**src/hdl/hsv2rgb_pkg.sv**
```systemverilog
package hsv2rgb_pkg;

   localparam int COMPONENT_BITS_DEF = 8;

   // register stages from input to output, output register included
   localparam int PIPE_DEPTH = 6;

   typedef logic [2:0] sext_type;

   localparam sext_type SEXT_R_TO_Y = 3'd0;
   localparam sext_type SEXT_Y_TO_G = 3'd1;
   localparam sext_type SEXT_G_TO_C = 3'd2;
   localparam sext_type SEXT_C_TO_B = 3'd3;
   localparam sext_type SEXT_B_TO_M = 3'd4;
   localparam sext_type SEXT_M_TO_R = 3'd5;
   localparam sext_type SEXT_WRAP   = 3'd6;

endpackage

```
**src/hdl/hsv_to_rgb_pixel_core.sv**
```systemverilog
// HSV to RGB pixel converter, six-stage pipeline.
// Path: an accepted req word is registered in stages 0 to 4 and then in the output register, which drives rsp_valid.
// Throughput: one word per clock while the output is not stalled; a stall holds full stages, and empty ones still fill.
// The multiply stages and the divide-by-M folds set the stage count.
// Reset (synchronous, active high) clears all stage valid bits; data registers keep junk.
module hsv_to_rgb_pixel_core #(
   parameter int COMPONENT_BITS = hsv2rgb_pkg::COMPONENT_BITS_DEF
) (
   input  logic                      clock,
   input  logic                      reset,
   input  logic                      req_valid,
   output logic                      req_ready,
   input  logic [COMPONENT_BITS-1:0] req_hue,
   input  logic [COMPONENT_BITS-1:0] req_saturation,
   input  logic [COMPONENT_BITS-1:0] req_brightness,
   output logic                      rsp_valid,
   input  logic                      rsp_ready,
   output logic [COMPONENT_BITS-1:0] rsp_red,
   output logic [COMPONENT_BITS-1:0] rsp_green,
   output logic [COMPONENT_BITS-1:0] rsp_blue
);
   import hsv2rgb_pkg::*;

   localparam int N = COMPONENT_BITS;
   localparam logic [N-1:0]   M  = {N{1'b1}};
   localparam logic [2*N-1:0] MM = {{(N-1){1'b1}}, 1'b0, {(N-1){1'b0}}, 1'b1};

   logic [PIPE_DEPTH-1:0] vld_ff, vld_in, stage_en;

   // stage 0: sextant split
   sext_type     s0_sext_in;
   logic [N-1:0] s0_frac_in;
   sext_type     s0_sext_ff;
   logic [N-1:0] s0_frac_ff, s0_sat_ff, s0_val_ff;

   // stage 1: products
   logic [2*N-1:0] s1_sr_in, s1_smr_in, s1_vms_in;
   logic [2*N-1:0] s1_sr_ff, s1_smr_ff, s1_vms_ff;
   sext_type       s1_sext_ff;
   logic [N-1:0]   s1_val_ff;

   // stage 2: q and t weights, p
   logic [2*N-1:0] s2_wq_in, s2_wt_in;
   logic [N-1:0]   s2_p_in;
   logic [2*N-1:0] s2_wq_ff, s2_wt_ff;
   logic [N-1:0]   s2_p_ff, s2_val_ff;
   sext_type       s2_sext_ff;

   // stage 3: scaled by value
   logic [3*N-1:0] s3_xq_in, s3_xt_in;
   logic [3*N-1:0] s3_xq_ff, s3_xt_ff;
   logic [N-1:0]   s3_p_ff, s3_val_ff;
   sext_type       s3_sext_ff;

   // stage 4: first divide by M
   logic [2*N-1:0] s4_yq_in, s4_yt_in;
   logic [2*N-1:0] s4_yq_ff, s4_yt_ff;
   logic [N-1:0]   s4_p_ff, s4_val_ff;
   sext_type       s4_sext_ff;

   // stage 5: second divide by M, routing
   logic [N-1:0] q_val, t_val;
   logic [N-1:0] red_in, green_in, blue_in;
   logic [N-1:0] red_ff, green_ff, blue_ff;

   // a stage advances when it is empty or the next one advances
   always_comb begin
      stage_en[PIPE_DEPTH-1] = !vld_ff[PIPE_DEPTH-1] || rsp_ready;
      for (int k = PIPE_DEPTH - 2; k >= 0; k--) begin
         stage_en[k] = !vld_ff[k] || stage_en[k+1];
      end
   end

   assign vld_in    = {vld_ff[PIPE_DEPTH-2:0], req_valid};
   assign req_ready = stage_en[0];
   assign rsp_valid = vld_ff[PIPE_DEPTH-1];

   always_ff @(posedge clock) begin
      if (reset) begin
         vld_ff <= '0;
      end else begin
         for (int k = 0; k < PIPE_DEPTH; k++) begin
            if (stage_en[k]) begin
               vld_ff[k] <= vld_in[k];
            end
         end
      end
   end

   hsv2rgb_sextant #(.COMPONENT_BITS(N)) u_sextant (
      .hue  (req_hue),
      .sext (s0_sext_in),
      .frac (s0_frac_in)
   );

   assign s1_sr_in  = {{N{1'b0}}, s0_sat_ff} * {{N{1'b0}}, s0_frac_ff};
   assign s1_smr_in = {{N{1'b0}}, s0_sat_ff} * {{N{1'b0}}, M - s0_frac_ff};
   assign s1_vms_in = {{N{1'b0}}, s0_val_ff} * {{N{1'b0}}, M - s0_sat_ff};

   assign s2_wq_in = MM - s1_sr_ff;
   assign s2_wt_in = MM - s1_smr_ff;

   hsv2rgb_div_m #(.COMPONENT_BITS(N)) u_div_p (
      .num (s1_vms_ff),
      .quo (s2_p_in)
   );

   assign s3_xq_in = {{(2*N){1'b0}}, s2_val_ff} * {{N{1'b0}}, s2_wq_ff};
   assign s3_xt_in = {{(2*N){1'b0}}, s2_val_ff} * {{N{1'b0}}, s2_wt_ff};

   hsv2rgb_fold #(.COMPONENT_BITS(N)) u_fold_q (
      .num (s3_xq_ff),
      .quo (s4_yq_in)
   );

   hsv2rgb_fold #(.COMPONENT_BITS(N)) u_fold_t (
      .num (s3_xt_ff),
      .quo (s4_yt_in)
   );

   hsv2rgb_div_m #(.COMPONENT_BITS(N)) u_div_q (
      .num (s4_yq_ff),
      .quo (q_val)
   );

   hsv2rgb_div_m #(.COMPONENT_BITS(N)) u_div_t (
      .num (s4_yt_ff),
      .quo (t_val)
   );

   always_comb begin
      unique case (s4_sext_ff)
         SEXT_R_TO_Y: begin
            red_in = s4_val_ff; green_in = t_val;     blue_in = s4_p_ff;
         end
         SEXT_Y_TO_G: begin
            red_in = q_val;     green_in = s4_val_ff; blue_in = s4_p_ff;
         end
         SEXT_G_TO_C: begin
            red_in = s4_p_ff;   green_in = s4_val_ff; blue_in = t_val;
         end
         SEXT_C_TO_B: begin
            red_in = s4_p_ff;   green_in = q_val;     blue_in = s4_val_ff;
         end
         SEXT_B_TO_M: begin
            red_in = t_val;     green_in = s4_p_ff;   blue_in = s4_val_ff;
         end
         default: begin
            red_in = s4_val_ff; green_in = s4_p_ff;   blue_in = q_val;
         end
      endcase
   end

   always_ff @(posedge clock) begin
      if (stage_en[0]) begin
         s0_sext_ff <= s0_sext_in;
         s0_frac_ff <= s0_frac_in;
         s0_sat_ff  <= req_saturation;
         s0_val_ff  <= req_brightness;
      end
      if (stage_en[1]) begin
         s1_sr_ff   <= s1_sr_in;
         s1_smr_ff  <= s1_smr_in;
         s1_vms_ff  <= s1_vms_in;
         s1_sext_ff <= s0_sext_ff;
         s1_val_ff  <= s0_val_ff;
      end
      if (stage_en[2]) begin
         s2_wq_ff   <= s2_wq_in;
         s2_wt_ff   <= s2_wt_in;
         s2_p_ff    <= s2_p_in;
         s2_sext_ff <= s1_sext_ff;
         s2_val_ff  <= s1_val_ff;
      end
      if (stage_en[3]) begin
         s3_xq_ff   <= s3_xq_in;
         s3_xt_ff   <= s3_xt_in;
         s3_p_ff    <= s2_p_ff;
         s3_sext_ff <= s2_sext_ff;
         s3_val_ff  <= s2_val_ff;
      end
      if (stage_en[4]) begin
         s4_yq_ff   <= s4_yq_in;
         s4_yt_ff   <= s4_yt_in;
         s4_p_ff    <= s3_p_ff;
         s4_sext_ff <= s3_sext_ff;
         s4_val_ff  <= s3_val_ff;
      end
      if (stage_en[5]) begin
         red_ff   <= red_in;
         green_ff <= green_in;
         blue_ff  <= blue_in;
      end
   end

   assign rsp_red   = red_ff;
   assign rsp_green = green_ff;
   assign rsp_blue  = blue_ff;

endmodule

```
**src/hdl/hsv2rgb_sextant.sv**
```systemverilog
module hsv2rgb_sextant #(
   parameter int COMPONENT_BITS = hsv2rgb_pkg::COMPONENT_BITS_DEF
) (
   input  logic [COMPONENT_BITS-1:0] hue,
   output hsv2rgb_pkg::sext_type     sext,
   output logic [COMPONENT_BITS-1:0] frac
);
   import hsv2rgb_pkg::*;

   localparam int N = COMPONENT_BITS;
   localparam logic [N:0] M_X = {1'b0, {N{1'b1}}};

   logic [N+2:0] hue6;
   logic [2:0]   hi;
   logic [N:0]   rem;

   // 6*h = hi*2^N + lo = hi*M + (hi + lo), and hi + lo stays below 2*M
   assign hue6 = ({3'b000, hue} << 2) + ({3'b000, hue} << 1);
   assign hi   = hue6[N+2:N];
   assign rem  = {1'b0, hue6[N-1:0]} + (N+1)'(hi);

   always_comb begin
      if (rem >= M_X) begin
         sext = hi + 3'd1;
         frac = N'(rem - M_X);
      end else begin
         sext = hi;
         frac = rem[N-1:0];
      end
      // full circle wraps to the first sextant
      if (sext == SEXT_WRAP) begin
         sext = SEXT_R_TO_Y;
         frac = '0;
      end
   end

endmodule

```
**src/hdl/hsv2rgb_div_m.sv**
```systemverilog
module hsv2rgb_div_m #(
   parameter int COMPONENT_BITS = hsv2rgb_pkg::COMPONENT_BITS_DEF
) (
   input  logic [2*COMPONENT_BITS-1:0] num,
   output logic [COMPONENT_BITS-1:0]   quo
);
   localparam int N = COMPONENT_BITS;
   localparam logic [N:0] M_X  = {1'b0, {N{1'b1}}};
   localparam logic [N:0] M2_X = {{N{1'b1}}, 1'b0};

   logic [N:0] digit_sum;
   logic [1:0] corr;

   // num = hi*M + (hi + lo); num <= M*M keeps the quotient in N bits
   assign digit_sum = {1'b0, num[2*N-1:N]} + {1'b0, num[N-1:0]};

   always_comb begin
      if (digit_sum >= M2_X) begin
         corr = 2'd2;
      end else if (digit_sum >= M_X) begin
         corr = 2'd1;
      end else begin
         corr = 2'd0;
      end
   end

   assign quo = num[2*N-1:N] + N'(corr);

endmodule

```
**src/hdl/hsv2rgb_fold.sv**
```systemverilog
module hsv2rgb_fold #(
   parameter int COMPONENT_BITS = hsv2rgb_pkg::COMPONENT_BITS_DEF
) (
   input  logic [3*COMPONENT_BITS-1:0] num,
   output logic [2*COMPONENT_BITS-1:0] quo
);
   localparam int N = COMPONENT_BITS;
   localparam logic [N+1:0] M_X  = {2'b00, {N{1'b1}}};
   localparam logic [N+1:0] M2_X = {1'b0, {N{1'b1}}, 1'b0};
   localparam logic [N+1:0] M3_X = M_X + M2_X;

   logic [N-1:0]   d2, d1, d0;
   logic [N+1:0]   digit_sum;
   logic [1:0]     corr;
   logic [2*N+1:0] base;

   // 2^2N = M*(2^N+1) + 1 and 2^N = M + 1, so the digits fold into the quotient
   assign d2        = num[3*N-1:2*N];
   assign d1        = num[2*N-1:N];
   assign d0        = num[N-1:0];
   assign digit_sum = (N+2)'(d2) + (N+2)'(d1) + (N+2)'(d0);

   always_comb begin
      if (digit_sum >= M3_X) begin
         corr = 2'd3;
      end else if (digit_sum >= M2_X) begin
         corr = 2'd2;
      end else if (digit_sum >= M_X) begin
         corr = 2'd1;
      end else begin
         corr = 2'd0;
      end
   end

   assign base = {2'b00, d2, {N{1'b0}}} + (2*N+2)'(d2) + (2*N+2)'(d1) + (2*N+2)'(corr);
   assign quo  = base[2*N-1:0];

endmodule

```
**config.mk**
```make
export PLATFORM = sky130hd
export DESIGN_NAME = hsv_to_rgb_pixel_core
export DESIGN_NICKNAME = d
export VERILOG_FILES = /design/src/hdl/hsv2rgb_pkg.sv /design/src/hdl/hsv_to_rgb_pixel_core.sv /design/src/hdl/hsv2rgb_sextant.sv /design/src/hdl/hsv2rgb_div_m.sv /design/src/hdl/hsv2rgb_fold.sv
export SDC_FILE = /design/constraint.sdc
export NUM_CORES = 1
export LEC_CHECK = 0
export ABC_CLOCK_PERIOD_IN_PS = 7600
export BUFFER_PORTS_ARGS = -buffer_cell sky130_fd_sc_hd__buf_2
export CAP_MARGIN = 30
export CELL_PAD_IN_SITES_DETAIL_PLACEMENT = 1
export CELL_PAD_IN_SITES_GLOBAL_PLACEMENT = 2
export CORE_MARGIN = 1.5
export CORE_UTILIZATION = 44
export CTS_CLUSTER_SIZE = 14
export DETAILED_ROUTE_END_ITERATION = 8
export PLACE_DENSITY = 0.94
export SETUP_SLACK_MARGIN = 0.1
export SYNTH_ARGS = -nofsm -noshare
export SYNTH_HDL_FRONTEND = slang
export SYNTH_SLANG_ARGS = --single-unit
export TNS_END_PERCENT = 1
```
**constraint.sdc**
```tcl
create_clock -name clock -period 7.6 [get_ports clock]
set_input_delay 0.76 -clock clock [delete_from_list [all_inputs] [get_ports clock]]
set_output_delay 0.76 -clock clock [all_outputs]
set_load 0.02 [all_outputs]
```
==> impl_summary.md, run 1 <==
Timing
The final clock skew is 0.0239 ns. The max-slew violation count is 0. For the pin with the worst max-slew slack, the measured transition is roughly 1.0 ns. In this run the tightest slew margin relative to its limit is 30.8%. For the final routed database, the setup TNS stands at 0 ns. The setup violation total in the final timing report is 0. The final hold violation count is 0. Setup repair after global routing left no endpoint under its margin. The worst path needs between 6 and 7 ns of the cycle, external delays included. The highest clock frequency the design can meet is between 0.15 and 0.2 GHz.

Of the available clock period, the critical path in the final layout requires a little over four fifths.

Die
During I/O placement, the number of pins put on the boundary was 54. The floorplan row count is 93. The overall die height is approximately 260 µm. The core footprint is 64500 µm². The overall die width is approximately 260 µm. The die covers about 67000 µm². The starting utilization of the core area is between 40 and 50%.

Yosys
The number of nets in the synthesized netlist is approximately 3400. The main flop type after synthesis is edfxtp_1. Of all cell types, the one taking the most synthesized area is edfxtp_1. The share of synthesized registers carrying an async set or reset is 0%. In this run, synthesis inferred 278 flip-flops with an integrated enable. After synthesis, flip-flops and latches occupy between 20 and 30% of the total area. The most common cell in the netlist is inv_1.

The synthesized area per cell is between 10 and 15 µm². Counting instances in the post-synthesis netlist gives the leading cell types as 380 x inv_1, 304 x fa_1, 289 x ha_1, 278 x edfxtp_1, 254 x nand2_1. The post-synthesis instance area is 28700 µm². After technology mapping, the gate count stands at between 2000 and 3000. The area share of the leading cell type in the synthesized netlist is 29.1%. The number of synthesized register bits is ~280. Yosys printed 0 warnings.

The number of distinct library cells after synthesis is between 70 and 80. After synthesis, the cell types taking the most area are edfxtp_1 29%, fa_1 21%, ha_1 13%.

Place
The routability-driven placement congestion ratio is about 0.85. Buffers placed on the I/O ports in this run total 53. The total half-perimeter wirelength after legalization and detailed placement is around 54 mm.

Global routing
The via count of the first global-routing pass is about 23000. The number of antenna violations at the first check in global routing is 6. The residual overflow from global routing is 0.

The first global-routing pass estimated around 120 mm of wire. The pin count of the biggest net entering global routing is 68. For this run, the total global-route usage over all layers was measured as between 20% and 30%.

Clock tree
TritonCTS built the clock tree. The tree is rooted in a clkbuf_16. The tree built by TritonCTS fans out to around 280 sinks. The number of setup buffers added after CTS is 0. The total of hold buffers inserted after clock tree synthesis is 0. The count of H-tree levels built during CTS is 2. After clock tree synthesis, the repair step resized 0 gates. The number of clock buffers inserted by TritonCTS is 34.

The clock-pin transition on the worst setup and hold timing paths is 0.06 ns. The number of buffers between clock root and the deepest sink is 3. The clock network latency to the later pin of the worst-skew pair is 0.55 ns.

Detailed routing
In this run the remaining antenna-violating nets after routing total 0. The violation count after the first detailed-routing iteration is between 700 and 800. The detailed-router iteration count before antenna repair is 5. The final layout contains routed wiring with a total length of ~70 mm.

Dividing the detail-routed wire length by the instance count gives about 19 µm. The detailed-route vias per instance is ~5.4. Summing over every cut layer, the via total after detailed routing is 20074. After detailed routing, the number of remaining DRC violations is 0.

Final layout
The number of antenna diodes in the final layout is 0. In the final layout, the share of cells above drive strength 1 is 5.42%. The net total in the final layout is 3437. The relative area change from synthesis to final layout is 8.33%.

Worst setup path
The largest fanout of any net on the critical path is 5. The worst setup path is launched from a flip-flop. The data required time at the worst endpoint is approximately 7.9 ns. STA classifies the critical path endpoint as a flip-flop.

The setup path with the least slack is of type flip-flop to flip-flop. The arrival time of data at the critical path endpoint is between 6 and 7 ns.

Hold path
In this run the worst hold path is classified as primary input to flip-flop.

Outcome
The run finished with clean final reports.

Job
The number of violations of the max-capacitance limit is 0.
-- layer usage --
metal  track usage [%]  vias up  routed length, µm  share of wire, %
met3              2.58      147               2150               3.1
met1              24.7    10239              28600                41
li1                  -     9335                  -                 -
met5                 0        -                 69             0.099
met4              8.01       10               2350               3.4
met2              40.1      343              36600                52
-- cells by family after synthesis --
kind of cell	Yosys count	synth area share, %
simple gates	850	15.3
fa+ha+maj	593	33.9
buf+inv	446	5.84
compound gates	397	9.12
flops	284	29.6
xor+xnor	177	5.41
mux	25	0.917
-- worst paths after layout --
path | from | to | slack, ns | cells after the start
max | s3_xq_ff[18] | s4_yq_ff[15] | 1.27 | 26
min | req_saturation[1] | s0_sat_ff[1] | 0.39 | 1
max reg2reg | s3_xq_ff[18] | s4_yq_ff[15] | 1.27 | 26
min reg2reg | s3_sext_ff[2] | s4_sext_ff[2] | 0.41 | 0
-- cell type report --
cell class / instances / area [µm²]
Fill cell: 7164 / 33400
Multi-Input combinational cell: 2042 / 18500
Sequential cell: 284 / 8470
Inverter: 381 / 1430
Tap cell: 855 / 1070
Clock buffer: 44 / 910
Timing Repair Buffer: 73 / 515
Clock inverter: 15 / 131
-- per-stage QoR --
stage | util, % | std cells | instance area, µm² | hold WS, ns | worst slack [ns]
6_report | 48.1 | 3694 | 31000 | 0.387 | 1.27
4_1_cts | 48.0 | 3690 | 31000 | 0.353 | 1.34
2_1_floorplan | - | 2772 | 28700 | 0.400 | 2.18
3_5_place_dp | 46.4 | 3631 | 29900 | 0.406 | 1.39
5_1_grt | 48.1 | 3694 | 31000 | 0.365 | 0.865
3_3_place_gp | 46.3 | 3628 | 29800 | 0.402 | 1.61
-- critical path, stage by stage, from the launching register on --
cell and delay [ns]:
edfxtp_1 0.47, ha_1 0.41, inv_1 0.09, nor2_1 0.13, nor2_1 0.09, o21ai_0 0.26
nand3_1 0.11, nand2_1 0.09, xor2_1 0.15, ha_1 0.28, and2_1 0.17, nor4_1 0.42
nand4_1 0.18, nor2_1 0.12, a21oi_1 0.09, fa_1 0.45, inv_1 0.08, ha_1 0.16
inv_1 0.06, fa_1 0.45, o21bai_1 0.19, a21oi_1 0.13, nor2_1 0.13, o21ai_0 0.15
a2111oi_0 0.83, nand3_1 0.19, xnor2_1 0.18
-- cell usage in the layout, fill, tap and decap left out, types with 53 or more instances in the layout --
cell / synthesis / final
buf_2: 0 / 53
o21ai_0: 87 / 87
nand2_1: 254 / 252
xnor2_1: 115 / 115
and2_1: 170 / 170
fa_1: 304 / 304
edfxtp_1: 278 / 278
ha_1: 289 / 289
nand2b_1: 70 / 70
nor2b_1: 108 / 108
inv_1: 380 / 378
xor2_1: 62 / 62
a21oi_1: 100 / 100
nor2_1: 108 / 108
-- sequential cells by signal, summed over array words and instances, names as in the netlist, 16 cells and up --
name       flops
s3_xq_ff      24
s3_xt_ff      24
s1_smr_ff     16
s1_sr_ff      16
s1_vms_ff     16
s2_wq_ff      16
s2_wt_ff      16
s4_yq_ff      16
s4_yt_ff      16
Power of run 1 is not shown: default switching activity piles up to over one toggle a cycle in this logic, so the estimate is an artifact.
==> run 2: changes to the inputs <==
Settings changed: ABC_AREA set to 1, ABC_CLOCK_PERIOD_IN_PS 7600 to 6550, CORE_UTILIZATION 44 to 42.
Clock period 7.6 ns to 6.55 ns, I/O delays scaled along.
==> run 2 against run 1 <==
Effect of this change: register-to-register slack worse by 0.44 ns; final area grew 0.23%; via count up 3.4%; worst setup slack worse by 0.44 ns; clock skew grew 0.00094 ns; critical endpoint is now s4_yq_ff[13]; die area up 5.0%.
==> impl_summary.md, run 2 <==
Clock tree
The cell at the root of the clock tree is clkbuf_16. The total of hold buffers inserted after clock tree synthesis was 0 (unchanged). The clock-pin transition on the worst setup and hold timing paths was 0.06 ns (about the same). The number of clock buffers inserted by TritonCTS is 36 (+5.9%). TritonCTS built the clock tree. The number of setup buffers added after CTS is 0 (unchanged). The TritonCTS sink count is 284 (unchanged). The count of H-tree levels built during CTS came to 2 (unchanged). The number of buffers between clock root and the deepest sink is 3 (unchanged). The clock network latency to the later pin of the worst-skew pair is 0.57 ns (+0.02 ns). The post-cts repair resize count is 0 (unchanged).

Yosys
In the synthesized netlist the dominant register cell turns out to be edfxtp_1. The post-synthesis instance area is 28700 µm² (+0.28%). The synthesized netlist net count came to 3803 (+12%).

The number of warnings issued by yosys is 0 (unchanged). The main combinational cell family by area after synthesis is adder cells. The XOR/XNOR share of the synthesized area is 5.24% (-0.17 points). The post-synthesis simple-gate area fraction is 15.3% (+0.054 points). Ranked by total cell area, the synthesized netlist is headed by edfxtp_1 29%, fa_1 21%, ha_1 13%. The number of synthesized register bits is 284 (unchanged). The synthesized area per cell was 9.03 µm² (-13%). The post-synthesis compound-gate area fraction is 5.63% (-3.5 points).

Among all cell types in the netlist, the one instantiated most often is inv_1. The fraction of the yosys area taken by sequential cells is 29.5% (-0.081 points). The share of synthesized registers carrying an async set or reset is 0% (unchanged). The fraction of synthesized area in multiplexers is 0% (-0.92 points).

The count of flip-flops with a built-in enable after synthesis is 278 (unchanged). By count the netlist is led by 702 x inv_1, 677 x nand2_1, 304 x fa_1, 289 x ha_1, 278 x edfxtp_1. The adder-cell area share of the yosys netlist is 33.8% (-0.093 points). The area share of the leading cell type in the synthesized netlist was 29.1% (-0.080 points).

The synthesized netlist cell count is 3182 (+15%). The number of distinct library cells after synthesis is 52 (-27%). The most area-hungry cell type in the Yosys netlist is edfxtp_1.

Worst setup path
The cell with the most instances on the worst path is inv_1. The startpoint kind of the worst setup timing path is a flip-flop. The family with the most delay on the worst path is adder cells. The largest fanout of any net on the critical path is 4 (-1). The number of buffers and inverters on the critical path is 4 (+1). On the critical path, the stage with the largest delay is an instance of fa_1. The worst setup path is captured at a flip-flop.

The data required time at the worst endpoint is 6.86 ns (-1.01 ns). The critical path is of the flip-flop to flip-flop type. The delay contributed by the slowest stage of the critical path is 0.47 ns (-0.36 ns). The arrival time of data at the critical path endpoint is 6.04 ns (-0.57 ns).

Timing
The final clock skew is 0.0249 ns (+0.000944 ns). The minimum setup slack in the final design is 0.825 ns (-0.441 ns). The max-slew violation count is 0 (unchanged).

The highest clock frequency the design can meet came to 0.175 GHz (+11%). The final hold violation count is 0 (unchanged). The post-route clock period utilization was 87.4% (+4.1 points). The relative slew slack was 37.0% (+6.2 points). The setup violation total in the final timing report was 0 (unchanged). Setup repair after global routing left no endpoint under its margin. The summed negative setup slack over all endpoints is 0 ns (unchanged). The measured slew at the worst slew-check pin was 0.943 ns (-0.0938 ns).

The minimum clock period is 5.72 ns (-0.609 ns).

Global routing
The met3 track utilization from global routing is 2.90% (+0.32 points). The residual overflow from global routing was 0 (unchanged). The number of antenna violations at the first check in global routing is 3 (-3). The pin count of the biggest net entering global routing is 69 (+1.5%). The via count of the first global-routing pass is 23229 (+0.46%). The met2 demand-to-capacity share in global routing is 38.2% (-1.9 points). The met1 track demand over resource in global routing was 25.5% (+0.74 points).

The first-pass GRT wire length came to 117 mm (+1.8%). The total routing resource utilization after global routing is 20.7% (-0.62 points). The global-route layer with the greatest usage is met2.

Final layout
The relative area change from synthesis to final layout is 8.28% (about the same). In the layout the commonest cells are 698 x inv_1, 677 x nand2_1, 304 x fa_1. Leaving out fill and tap cells, the most frequent cell in the layout is inv_1. The layout cell share with drive strength beyond 1 was 5.76% (+0.33 points). The net total in the final layout is 3840 (+12%). The number of filler cells placed in the layout is 7792 (+8.8%). In the final layout, the registers with the most flip-flops are s3_xq_ff x24, s3_xt_ff x24. The number of antenna diodes is 0 (unchanged).

Place
The pre-CTS worst setup slack is 0.846 ns (-0.547 ns). The total of buffers placed on input and output ports is 53 (unchanged). The routability-driven placement congestion ratio is 0.856 (+0.67%). The total half-perimeter wirelength after legalization and detailed placement was 56.2 mm (+3.5%).

Outcome
The run finished with clean final reports.

Die
The starting utilization of the core area is 42.6% (-1.8 points). The overall die height was 265 µm (+2.5%). The floorplan row count is 95 (+2.2%). The core footprint is 67400 µm² (+4.5%). The full die area is 70000 µm² (+5.0%). The overall die width is 265 µm (+2.5%).

The I/O pin total was 54 (unchanged).

Detailed routing
The number of antenna-violating nets in the routed design is 0 (unchanged). The count of unresolved DRC violations after routing is 0 (unchanged). The final routed wire length divided by cell count is 16.9 µm (-10%). The total wire length came to 69.8 mm (about the same).

The detailed-router iteration count before antenna repair is 5 (unchanged). The violation count after the first detailed-routing iteration was 818 (+3.5%). The overall via count from detail_route is 20751 (+3.4%). The detailed-route vias per instance was 5.04 (-7.3%).

Job
The number of violations of the max-capacitance limit is 0 (unchanged).

Hold path
In this run the worst hold path is classified as primary input to flip-flop.
## run 2: cell type report
type,instances,area [µm²],share of cell area (%)
Clock buffer,47,962,3.09
Timing Repair Buffer,80,488,1.57
Inverter,713,2680,8.61
Tap cell,873,1090,3.51
Clock inverter,19,186,0.599
Multi-Input combinational cell,2104,17200,55.4
Sequential cell,284,8470,27.2
## run 2: metrics by stage
step / hold slack, ns / instances / area [µm²] / util [%]
6_report: 0.270 / 4120 / 31100 / 46.2
3_5_place_dp: 0.406 / 4054 / 30000 / 44.5
2_1_floorplan: 0.400 / 3182 / 28700 / -
5_1_grt: 0.253 / 4120 / 31100 / 46.2
3_3_place_gp: 0.401 / 4053 / 29900 / 44.4
4_1_cts: 0.242 / 4120 / 31100 / 46.2
## run 2: routing by layer
| metal | routed length [µm] | vias up |
|---|---|---|
| li1 | - | 9989 |
| met3 | 2560 | 97 |
| met5 | 42 | - |
| met4 | 1480 | 6 |
| met2 | 35600 | 305 |
| met1 | 30100 | 10354 |
## run 2: kinds of logic after synthesis
kind of cell | Yosys count
fa+ha+maj | 593
flops | 284
buf+inv | 794
compound gates | 279
simple gates | 1060
xor+xnor | 172
## run 2: path summary, 6_finish.rpt
path                      from           end  slack [ns]  cells past startpoint
max               s3_xq_ff[18]  s4_yq_ff[13]        0.83                     28
min reg2reg       s3_val_ff[0]  s4_val_ff[0]        0.42                      0
min          req_saturation[6]  s0_sat_ff[6]        0.27                      1
max reg2reg       s3_xq_ff[18]  s4_yq_ff[13]        0.83                     28
## run 2: worst reg2reg max path: cells and delay by family, from the launching register on
family | cells | cell delay (ns)
compound gates | 4 | 0.89
xor+xnor | 3 | 0.42
flops | 1 | 0.45
buf+inv | 4 | 0.31
fa+ha+maj | 5 | 1.80
simple gates | 12 | 1.61
Power of run 2 is left out for the same reason.
